### src/design/dht_pkg.sv
package dht_pkg;
	localparam int CAPACITY_DEF   = 32;
	localparam int VALUE_BITS_DEF = 32;
	localparam int KEY_W          = 31;
	localparam int SIZE_W         = 6;
	localparam logic [SIZE_W-1:0] SIZE_RESET = 6'd19;

	typedef enum logic [1:0] {
		OP_SEARCH = 2'd0,
		OP_INSERT = 2'd1,
		OP_REMOVE = 2'd2,
		OP_NOP    = 2'd3
	} op_t;

	typedef enum logic [1:0] {
		ST_DONE    = 2'd0,
		ST_ABSENT  = 2'd1,
		ST_FULL    = 2'd2,
		ST_UNUSED  = 2'd3
	} status_t;

	typedef enum logic [1:0] {
		TAG_EMPTY = 2'd0,
		TAG_USED  = 2'd1,
		TAG_TOMB  = 2'd2,
		TAG_BAD   = 2'd3
	} tag_t;
endpackage

### src/design/double_hash_table.sv
// Open-addressing key/value table with double hashing. Each request (search,
// insert, remove) takes one transaction and gives one result. A request other
// than a no-op first computes key mod n and key mod (n-1) on a shared
// one-bit-per-cycle remainder unit, then walks the probe sequence slot by slot
// (memory read, then compare), up to n probes; a no-op goes straight to the
// result. The block takes one request at a time. Removes leave tombstones.
// Slot tags sit in flip-flops cleared by reset; keys and values sit in a
// memory. table_size is saturated to 2..CAPACITY.
module double_hash_table
	import dht_pkg::*;
#(
	parameter int CAPACITY   = CAPACITY_DEF,
	parameter int VALUE_BITS = VALUE_BITS_DEF
) (
	input  logic        clk,
	input  logic        arst_n,
	input  logic        cfg_we,
	input  logic [5:0]  cfg_wdata,
	input  logic        s_tvalid,
	output logic        s_tready,
	input  logic [71:0] s_tdata,   // opcode[1:0], key[32:2], value_in[64:33]
	output logic        m_tvalid,
	input  logic        m_tready,
	output logic [39:0] m_tdata    // hit[0], value_out[32:1], status[34:33]
);
	localparam int AW = (CAPACITY > 1) ? $clog2(CAPACITY) : 1;
	localparam int MW = $clog2(CAPACITY + 1);

	typedef enum logic [6:0] {
		S_IDLE = 7'b0000001,
		S_MOD1 = 7'b0000010,
		S_MOD2 = 7'b0000100,
		S_RD   = 7'b0001000,
		S_CMP  = 7'b0010000,
		S_ACT  = 7'b0100000,
		S_OUT  = 7'b1000000
	} state_t;

	state_t state_q;
	logic [SIZE_W-1:0] size_q;
	logic [MW-1:0] n_q, pos_q, stride_q, i_q, found_at_q, free_at_q;
	logic found_q, free_q;
	op_t op_q;
	logic [KEY_W-1:0] key_q;
	logic [VALUE_BITS-1:0] val_q;
	tag_t tag_q [CAPACITY];
	logic [KEY_W-1:0] mkey [CAPACITY];
	logic [VALUE_BITS-1:0] mval [CAPACITY];
	logic [KEY_W-1:0] rkey_q;
	logic [VALUE_BITS-1:0] rval_q;
	logic hit_q;
	logic [31:0] vout_q;
	status_t st_q;

	logic mod_start, mod_done;
	logic [MW-1:0] mod_div, mod_rem;
	logic [MW:0] nxt;
	logic [AW-1:0] pa;
	logic [AW-1:0] wa;
	logic [MW-1:0] nsat;

	assign nsat = (size_q < 6'd2) ? MW'(2) :
		((32'(size_q) > CAPACITY) ? MW'(CAPACITY) : MW'(size_q));
	assign pa = pos_q[AW-1:0];
	assign mod_div = (state_q == S_MOD1) ? n_q : MW'(n_q - 1'b1);

	dht_mod #(.MW(MW)) u_mod (
		.clk(clk), .arst_n(arst_n), .start(mod_start), .dividend(key_q),
		.divisor(mod_div), .done(mod_done), .remainder(mod_rem)
	);

	assign s_tready = (state_q == S_IDLE);
	assign m_tvalid = (state_q == S_OUT);
	assign m_tdata = {5'd0, st_q, vout_q, hit_q};
	assign nxt = {1'b0, pos_q} + {1'b0, stride_q};
	assign wa = found_q ? found_at_q[AW-1:0] : free_at_q[AW-1:0];

	always_ff @(posedge clk) begin
		if (state_q == S_RD) begin
			rkey_q <= mkey[pa];
			rval_q <= mval[pa];
		end
		if (state_q == S_ACT && op_q == OP_INSERT && (found_q || free_q)) begin
			mval[wa] <= val_q;
			if (!found_q) mkey[wa] <= key_q;
		end
	end

	always_ff @(posedge clk or negedge arst_n) begin
		if (!arst_n) begin
			state_q <= S_IDLE;
			size_q  <= SIZE_RESET;
			mod_start <= 1'b0;
			for (int k = 0; k < CAPACITY; k++) tag_q[k] <= TAG_EMPTY;
		end else begin
			mod_start <= 1'b0;
			if (cfg_we) size_q <= cfg_wdata;
			unique case (state_q)
				S_IDLE: begin
					if (s_tvalid) begin
						op_q  <= op_t'(s_tdata[1:0]);
						key_q <= s_tdata[32:2];
						val_q <= VALUE_BITS'(s_tdata[64:33]);
						n_q   <= nsat;
						found_q <= 1'b0;
						free_q  <= 1'b0;
						i_q     <= '0;
						hit_q <= 1'b0;
						vout_q <= '0;
						st_q <= ST_DONE;
						if (op_t'(s_tdata[1:0]) == OP_NOP) begin
							state_q <= S_OUT;
						end else begin
							mod_start <= 1'b1;
							state_q <= S_MOD1;
						end
					end
				end
				S_MOD1: if (mod_done) begin
					pos_q <= mod_rem;
					mod_start <= 1'b1;
					state_q <= S_MOD2;
				end
				S_MOD2: if (mod_done) begin
					stride_q <= MW'(mod_rem + 1'b1);
					state_q <= S_RD;
				end
				S_RD: state_q <= S_CMP;
				S_CMP: begin
					state_q <= S_RD;
					if (tag_q[pa] == TAG_EMPTY) begin
						if (!free_q) begin
							free_q <= 1'b1;
							free_at_q <= pos_q;
						end
						state_q <= S_ACT;
					end else if (tag_q[pa] == TAG_USED) begin
						if (rkey_q == key_q) begin
							found_q <= 1'b1;
							found_at_q <= pos_q;
							state_q <= S_ACT;
						end
					end else if (!free_q) begin
						free_q <= 1'b1;
						free_at_q <= pos_q;
					end
					pos_q <= (nxt >= {1'b0, n_q}) ? MW'(nxt - {1'b0, n_q}) : nxt[MW-1:0];
					i_q <= MW'(i_q + 1'b1);
					if (MW'(i_q + 1'b1) == n_q) state_q <= S_ACT;
				end
				S_ACT: begin
					state_q <= S_OUT;
					priority case (op_q)
						OP_SEARCH: begin
							hit_q <= found_q;
							vout_q <= found_q ? 32'(rval_q) : '0;
							st_q <= found_q ? ST_DONE : ST_ABSENT;
						end
						OP_INSERT: begin
							hit_q <= found_q;
							st_q <= (found_q || free_q) ? ST_DONE : ST_FULL;
							if (!found_q && free_q) tag_q[wa] <= TAG_USED;
						end
						default: begin
							hit_q <= found_q;
							st_q <= found_q ? ST_DONE : ST_ABSENT;
							if (found_q) tag_q[found_at_q[AW-1:0]] <= TAG_TOMB;
						end
					endcase
				end
				S_OUT: if (m_tready) state_q <= S_IDLE;
				default: state_q <= S_IDLE;
			endcase
		end
	end
endmodule

### src/design/dht_mod.sv
// Sequential remainder a mod m, restoring, one bit per cycle.
module dht_mod
	import dht_pkg::*;
#(
	parameter int MW = 12
) (
	input  logic              clk,
	input  logic              arst_n,
	input  logic              start,
	input  logic [KEY_W-1:0]  dividend,
	input  logic [MW-1:0]     divisor,
	output logic              done,
	output logic [MW-1:0]     remainder
);
	localparam int CW = $clog2(KEY_W + 1);

	logic [KEY_W-1:0] sh_q;
	logic [MW:0]      rem_q;
	logic [CW-1:0]    cnt_q;
	logic             busy_q;
	logic [MW+1:0]    trial;

	assign trial = {rem_q, sh_q[KEY_W-1]};
	assign remainder = rem_q[MW-1:0];

	always_ff @(posedge clk or negedge arst_n) begin
		if (!arst_n) begin
			busy_q <= 1'b0;
			done   <= 1'b0;
			cnt_q  <= '0;
		end else begin
			done <= 1'b0;
			if (start) begin
				busy_q <= 1'b1;
				cnt_q  <= CW'(KEY_W);
				rem_q  <= '0;
				sh_q   <= dividend;
			end else if (busy_q) begin
				if (trial >= {2'b00, divisor}) begin
					rem_q <= (MW+1)'(trial - {2'b00, divisor});
				end else begin
					rem_q <= trial[MW:0];
				end
				sh_q  <= {sh_q[KEY_W-2:0], 1'b0};
				cnt_q <= cnt_q - 1'b1;
				if (cnt_q == CW'(1)) begin
					busy_q <= 1'b0;
					done   <= 1'b1;
				end
			end
		end
	end
endmodule

### config.mk
export PLATFORM = sky130hd
export DESIGN_NAME = double_hash_table
export DESIGN_NICKNAME = d
export VERILOG_FILES = /design/src/design/dht_pkg.sv /design/src/design/double_hash_table.sv /design/src/design/dht_mod.sv
export SDC_FILE = /design/constraint.sdc
export NUM_CORES = 2
export LEC_CHECK = 0
export ABC_CLOCK_PERIOD_IN_PS = 11300
export BUFFER_PORTS_ARGS = -buffer_cell sky130_fd_sc_hd__clkbuf_2
export CAP_MARGIN = 25
export CORE_ASPECT_RATIO = 1.5
export CORE_MARGIN = 4
export CORE_UTILIZATION = 49
export DETAILED_ROUTE_END_ITERATION = 7
export GPL_TIMING_DRIVEN = 0
export RECOVER_POWER = 100
export SYNTH_ARGS = -nofsm -noshare
export SYNTH_HDL_FRONTEND = slang
export SYNTH_HIERARCHICAL = 1
export SYNTH_SLANG_ARGS = --single-unit
### constraint.sdc
create_clock -name clk -period 11.3 [get_ports clk]
set_clock_uncertainty 0.15 [all_clocks]
set_input_delay 1.695 -clock clk [delete_from_list [all_inputs] [get_ports clk]]
set_output_delay 1.695 -clock clk [all_outputs]
set_load 0.1 [all_outputs]
* After elaboration in Yosys (flattened, before gate mapping) *
Memories as Yosys holds them, arrays and structs flattened. A register that Yosys moved wholly into a read port is not among the register bits.
Cells that the tools add are included.

word-level totals
  bits in registers = 260
  RAM bits = 2,016
  input bits = 83
  output and inout bits = 42
  memories = 2

memories
  memory  words  width  rd ports  clocked after memory_dff  wr ports  RTL line                 RTL
  mval    32     32     1         1                         1         double_hash_table.sv:48  logic [VALUE_BITS-1:0] mval [CAPACITY];
  mkey    32     31     1         1                         1         double_hash_table.sv:47  logic [KEY_W-1:0] mkey [CAPACITY];

operators by class
  add/subtract/negate cells = 7
  order comparisons = 9
  equal/unequal tests = 24
  multiplexer cells = 70
  bitwise gates (word level) = 11
  reduce and logical (&&, ||, !) cells = 28

operator list
  operator             number
  $mux 64              2
  $pmux 64 s2          1
  $mux 32              3
  $mux 6               11
  $and 32x32->32       2
  $not 32->32          2
  $or 32x32->32        2
  $pmux 32 s2          1
  $mux 31              2
  $mux 7               8
  $pmux 7 s7           1
  $eq 31x31->1         1
  $pmux 6 s2           2
  $mux 1               21
  $demux 2 s5          2
  $ge 6x6->1 const B   3
  $not 5->6            3
  $reduce_and 3->1     6
  $reduce_and 4->1     4
  $mux 5               3
  $mux 2               7
  $add 6x1->6 const B  2
  $lt 6x1->1 const B   2
  $bmux 2 s5           1
  35 further kinds     57

* Logic depth before layout (Yosys ltp) *
  depth in word-level cells = 10
  mapped depth = 13

* Hierarchy *
The synthesis kept the hierarchy.

by module, submodules not included
  module             instances  cells an instance  area each (µm²)  seq. area each (µm²)
  double_hash_table  1          3,752              87,916.8         68,470.7
  dht_mod            1          179                2,359.8          1,316.3

* Least setup slack after synthesis *
Ideal clock, no wire load.

  path type = register -> register
  start = register state_q[1]
  end = register rkey_q[0] (read register of mkey) (enable)
  library setup time = 0.577 ns
  arrival = 5.531 ns
  data required time = 10.573 ns
  path slack = 5.042 ns
  stages on the path, launching flop included = 4
  buffers on the path = 0
  path through = dfrtp_1 -> nor3_1 -> nand2_1 -> nor3b_1

on the way
  word-level cells in the longest chain between the ends = 1

RTL lines
  item                    RTL line                  RTL
  start, declared         double_hash_table.sv:39   state_t state_q;
  start signal, assigned  double_hash_table.sv:91   state_q <= S_IDLE;
  start signal, assigned  double_hash_table.sv:112  state_q <= S_OUT;
  start signal, assigned  double_hash_table.sv:115  state_q <= S_MOD1;
  $eq 7x4->1              double_hash_table.sv:79   if (state_q == S_RD) begin
  end, declared           double_hash_table.sv:49   logic [KEY_W-1:0] rkey_q;

Every way passes these cells.
A chain may end at the register's enable or synchronous reset.

* Worst setup path in the final report *
  start = register pos_q[0]
  end = register found_at_q[1] (enable)

on the way
  word-level cells in the longest chain between the ends = 7
  elaborated cells between the ends (all ways) = 8
  classes of those cells = eq/ne (1); mux (3); bitwise (2); reduce/logical (2)

RTL lines
  item                                         RTL line                                            RTL
  start, declared                              double_hash_table.sv:41                             logic [MW-1:0] n_q, pos_q, stride_q, i_q, found_at_q, free_at_q;
  start signal, assigned                       double_hash_table.sv:120                            pos_q <= mod_rem;
  start signal, assigned                       double_hash_table.sv:147                            pos_q <= (nxt >= {1'b0, n_q}) ? MW'(nxt - {1'b0, n_q}) : nxt[MW-1:0];
  $not 5->6 (implied by the code) *            double_hash_table.sv:131, double_hash_table.sv:137
  $bmux 2 s5 *                                 double_hash_table.sv:131, double_hash_table.sv:137
  $mux 2 (implied by the code) * (2 in a row)  double_hash_table.sv:131, double_hash_table.sv:137
  $logic_not 2->1                              double_hash_table.sv:131                            if (tag_q[pa] == TAG_EMPTY) begin
  $not 1->1 (no source line)                   --
  $reduce_and 5->1 (no source line) *          --
  end signal, assigned                         double_hash_table.sv:140                            found_at_q <= pos_q;
  end, declared                                double_hash_table.sv:41

Mark *: on every way between the ends. The rest lies on a longest branch, timed or not. The select of a mux whose other input is x is not followed.

==> metrics.yaml <==
sta:
  fin_crit_ns: 7.02
  layout_setup_ws_ns: 4.28
  tns_ns: 0
  worstMarginPinSlew_ns: 3.56
  drv_slew: 2154
  post-route-period-util_pct: 62.2
  rsz0062_at_grt: "false"
  relSlewSlack_pct: -138
  finalSetupViolations: 0
  hold_viol_final: 0
  hold_ws_ns: 0.311
  fmax_mhz: 142
grt:
  grt_pass1_wl_mm: 348
  grt_pass1_vias: 45200
  grt.overflow.total: 0
  grt_max_degree: 65
  antenna_found_initial: 9
  grt_use_total_pct: 26.2
detailed_routing:
  viasPerCell: 6.25
  drt_iter0_markers: 5165
  met1_length_mm: 90.7
  final_antenna_net_count: 0
  vias: 43800
  wl_per_cell_um: 35.4
  drc: 0
  finalWirelength_mm: 248
  wl_met3_mm: 14.3
  wl_met2_mm: 130
  top_layer: "met4"
  drt_pass1_iterations: 5
floorplanning:
  start_util_pct: 49.4
  die_w_um: 358
  core_um2: 183000
  die-area_um2: 191000
  die-height_um: 534
  row_count: 192
  pin_count: 125
clock_tree:
  root_buffer: "clkbuf_16"
  cts_tree: "done"
  postCtsSetupBuffers: 0
  cts.path.max_buffers: 4
  cts_resized: 0
  postCtsHoldBufs: 0
  ctsHtreeMaxLevel: 4
  clock_latency_ns: 0.87
  clkTransAtPathRegs_ns: 0.06
  numCtsBuffers: 218
  clock_sinks: 2338
placement:
  place_area_um2: 97200
  gp_congestion: 0.874
  dp_slack_ns: 6.47
  hpwlAfterDp_mm: 164
  dpl.cell_count: 6610
  port_buffers: 111
cells_and_area:
  regArea_um2: 69800
  finalNonFillerCells: 7016
  multi_input_area_um2: 19400
  area_delta_synth_final_pct: 12.5
  final_nets: 4538
  fill_cells: 13700
  final_cell_area_um2: 102000
  drive_gt1_share_pct: 25.4
worst_setup_path:
  cp_max_fo: 10
  path_class: "register to register"
  crit_path_start: "pos_q[0]$_DFFE_PP_"
  worst_ep_required_time_ns: 11.62
  reg2reg_depth: 11
  worstPathArrival_ns: 7.34
  critPathLaunchType: "register"
  cp-end-kind: "register"
  reg2reg_slack_ns: 4.28
  endpoint: "found_at_q[1]$_DFFE_PP_"
  worstReg2RegEnd: "found_at_q[1]$_DFFE_PP_"
  timing.rr.start: "pos_q[0]$_DFFE_PP_"
pwr:
  cell_internal_pwr_w: 0.0139
  cellPowerDensity_nw_per_um2: 174
  switching_share_pct: 21.6
  power.share.combinational_pct: 4.1
  p_clk_share_pct: 39.7
  peakVddDrop_mv: 0.147
  p_switching_w: 0.00381
  seqPwrFrac_pct: 56.1
  p_leak_nw: 32.0
synth:
  synth.most_common_cell: "edfxtp_1"
  synth_edf_count: 2253
  syn_inst: 3931
  syn_avg_cell_area_um2: 23.0
  synth_commonest_cells: "2,253 x edfxtp_1, 638 x mux4_2, 113 x clkbuf_1"
  yosysWarnings: 6
  yosys-top-cells-area: "edfxtp_1 75%, mux4_2 16%, dfrtp_1 2.2%"
  synth_top_area_cell: "edfxtp_1"
  ys_ff_latch: 2338
  synth_cell_types: 66
  synth_top_area_share_pct: 74.9
  async_flop_share_pct: 3.64
  synthFlopType: "edfxtp_1"
  yosysSeqAreaShare_pct: 77.3
  syn_area_um2: 90300
job:
  drv_cap: 124
hold_path:
  hp-class: "register to register"
  hold_depth: 0
status:
  status: "complete, but fails checks"
  violations: "capacitance limit, slew limit"
==> area by class of cell <==
type	count	area share, %
inverters	33	0.122
multi-input cells	1359	19.1
diodes	2	0.00493
clock inverters	109	0.855
well taps	2425	2.99
plain buffers	205	0.911
repair buffers	274	1.60
clock buffers	271	5.66
flip-flops and latches	2338	68.7
==> sequential cells by signal, indices dropped and copies added (netlist names), 5 cells and up <==
| register | flops |
|---|---|
| found_at_q | 5 |
| free_at_q | 5 |
| i_q | 6 |
| key_q | 31 |
| mkey | 992 |
| mval | 1024 |
| n_q | 6 |
| pos_q | 6 |
| rkey_q | 31 |
| rval_q | 32 |
| size_q | 6 |
| state_q | 7 |
| stride_q | 6 |
| tag_q | 64 |
| u_mod/cnt_q | 5 |
| u_mod/rem_q | 7 |
| u_mod/sh_q | 31 |
| val_q | 32 |
| vout_q | 32 |
==> placed cells by master, fill, tap and decap left out, types with 47 or more instances in the layout <==
master	n
clkbuf_16	221
buf_2	47
o21ai_0	82
mux2_2	72
clkbuf_2	65
mux4_2	638
edfxtp_1	2253
clkbuf_1	340
nand2_1	58
dfrtp_1	81
clkinv_1	56
nor2_1	103
==> routing by layer <==
| layer | vias to the layer above | track usage (%) |
|---|---|---|
| li1 | 17600 | - |
| met1 | 23900 | 33.2 |
| met2 | 1812 | 46.2 |
| met3 | 546 | 3.17 |
| met4 | 0 | 10.3 |
| met5 | - | 0 |
==> critical path: stages, from the launching register on <==
cell	delay [ns]
edfxtp_1	0.44
clkbuf_1	0.79
clkbuf_1	1.06
clkbuf_1	1.17
clkbuf_1	1.12
mux2i_1	0.34
a22oi_1	0.13
nand3_1	0.10
o21ai_0	0.25
nor3b_1	0.41
nor2b_1	0.24
nor2b_1	0.43
==> power groups by stage <==
stage	Combinational [W]	Sequential (W)	Clock, W
after floorplan	0.000395	0.0102	0
after global placement	0.000641	0.0102	0
after detailed placement	0.000717	0.0102	0
after CTS	0.000720	0.00999	0.00713
after global routing	0.000802	0.00995	0.00748
final	0.000734	0.00993	0.00703
==> cell families (layout without fill, tap and decap cells) <==
group | Yosys count | in the layout | share of synthesized area, %
DFF | 2338 | 2338 | 77.3
muxes | 764 | 764 | 17.5
and+or+nand+nor | 319 | 319 | 1.77
buffers and inverters | 238 | 892 | 1.19
AOI/OAI and AO/OA | 183 | 183 | 1.29
xor gates and xnor gates | 62 | 62 | 0.602
adders and majority gates | 26 | 26 | 0.385
other | 1 | 7 | 0.00415
==> worst min-delay path by stage <==
stage	to	startpoint
floorplan	tag_q[28]$_DFFE_PN0P_	tag_q[28]$_DFFE_PN0P_
global placement	tag_q[28]$_DFFE_PN0P_	tag_q[28]$_DFFE_PN0P_
detailed placement	tag_q[34]$_DFFE_PN0P_	tag_q[34]$_DFFE_PN0P_
CTS	tag_q[34]$_DFFE_PN0P_	tag_q[34]$_DFFE_PN0P_
global route	mkey[6][9]$_DFFE_PP_	key_q[9]$_DFFE_PP_
finish	mkey[6][9]$_DFFE_PP_	key_q[9]$_DFFE_PP_
==> stage by stage <==
| step | utilization (%) | power (W) |
|---|---|---|
| 3_3_place_gp | 51.4 | 0.0108 |
| 4_1_cts | 56.8 | 0.0178 |
| 6_report | 55.5 | 0.0177 |
| 3_5_place_dp | 53.1 | 0.0109 |
| 5_1_grt | 55.5 | 0.0182 |
| 2_1_floorplan | - | 0.0106 |
(Power assumes the default switching activity.)
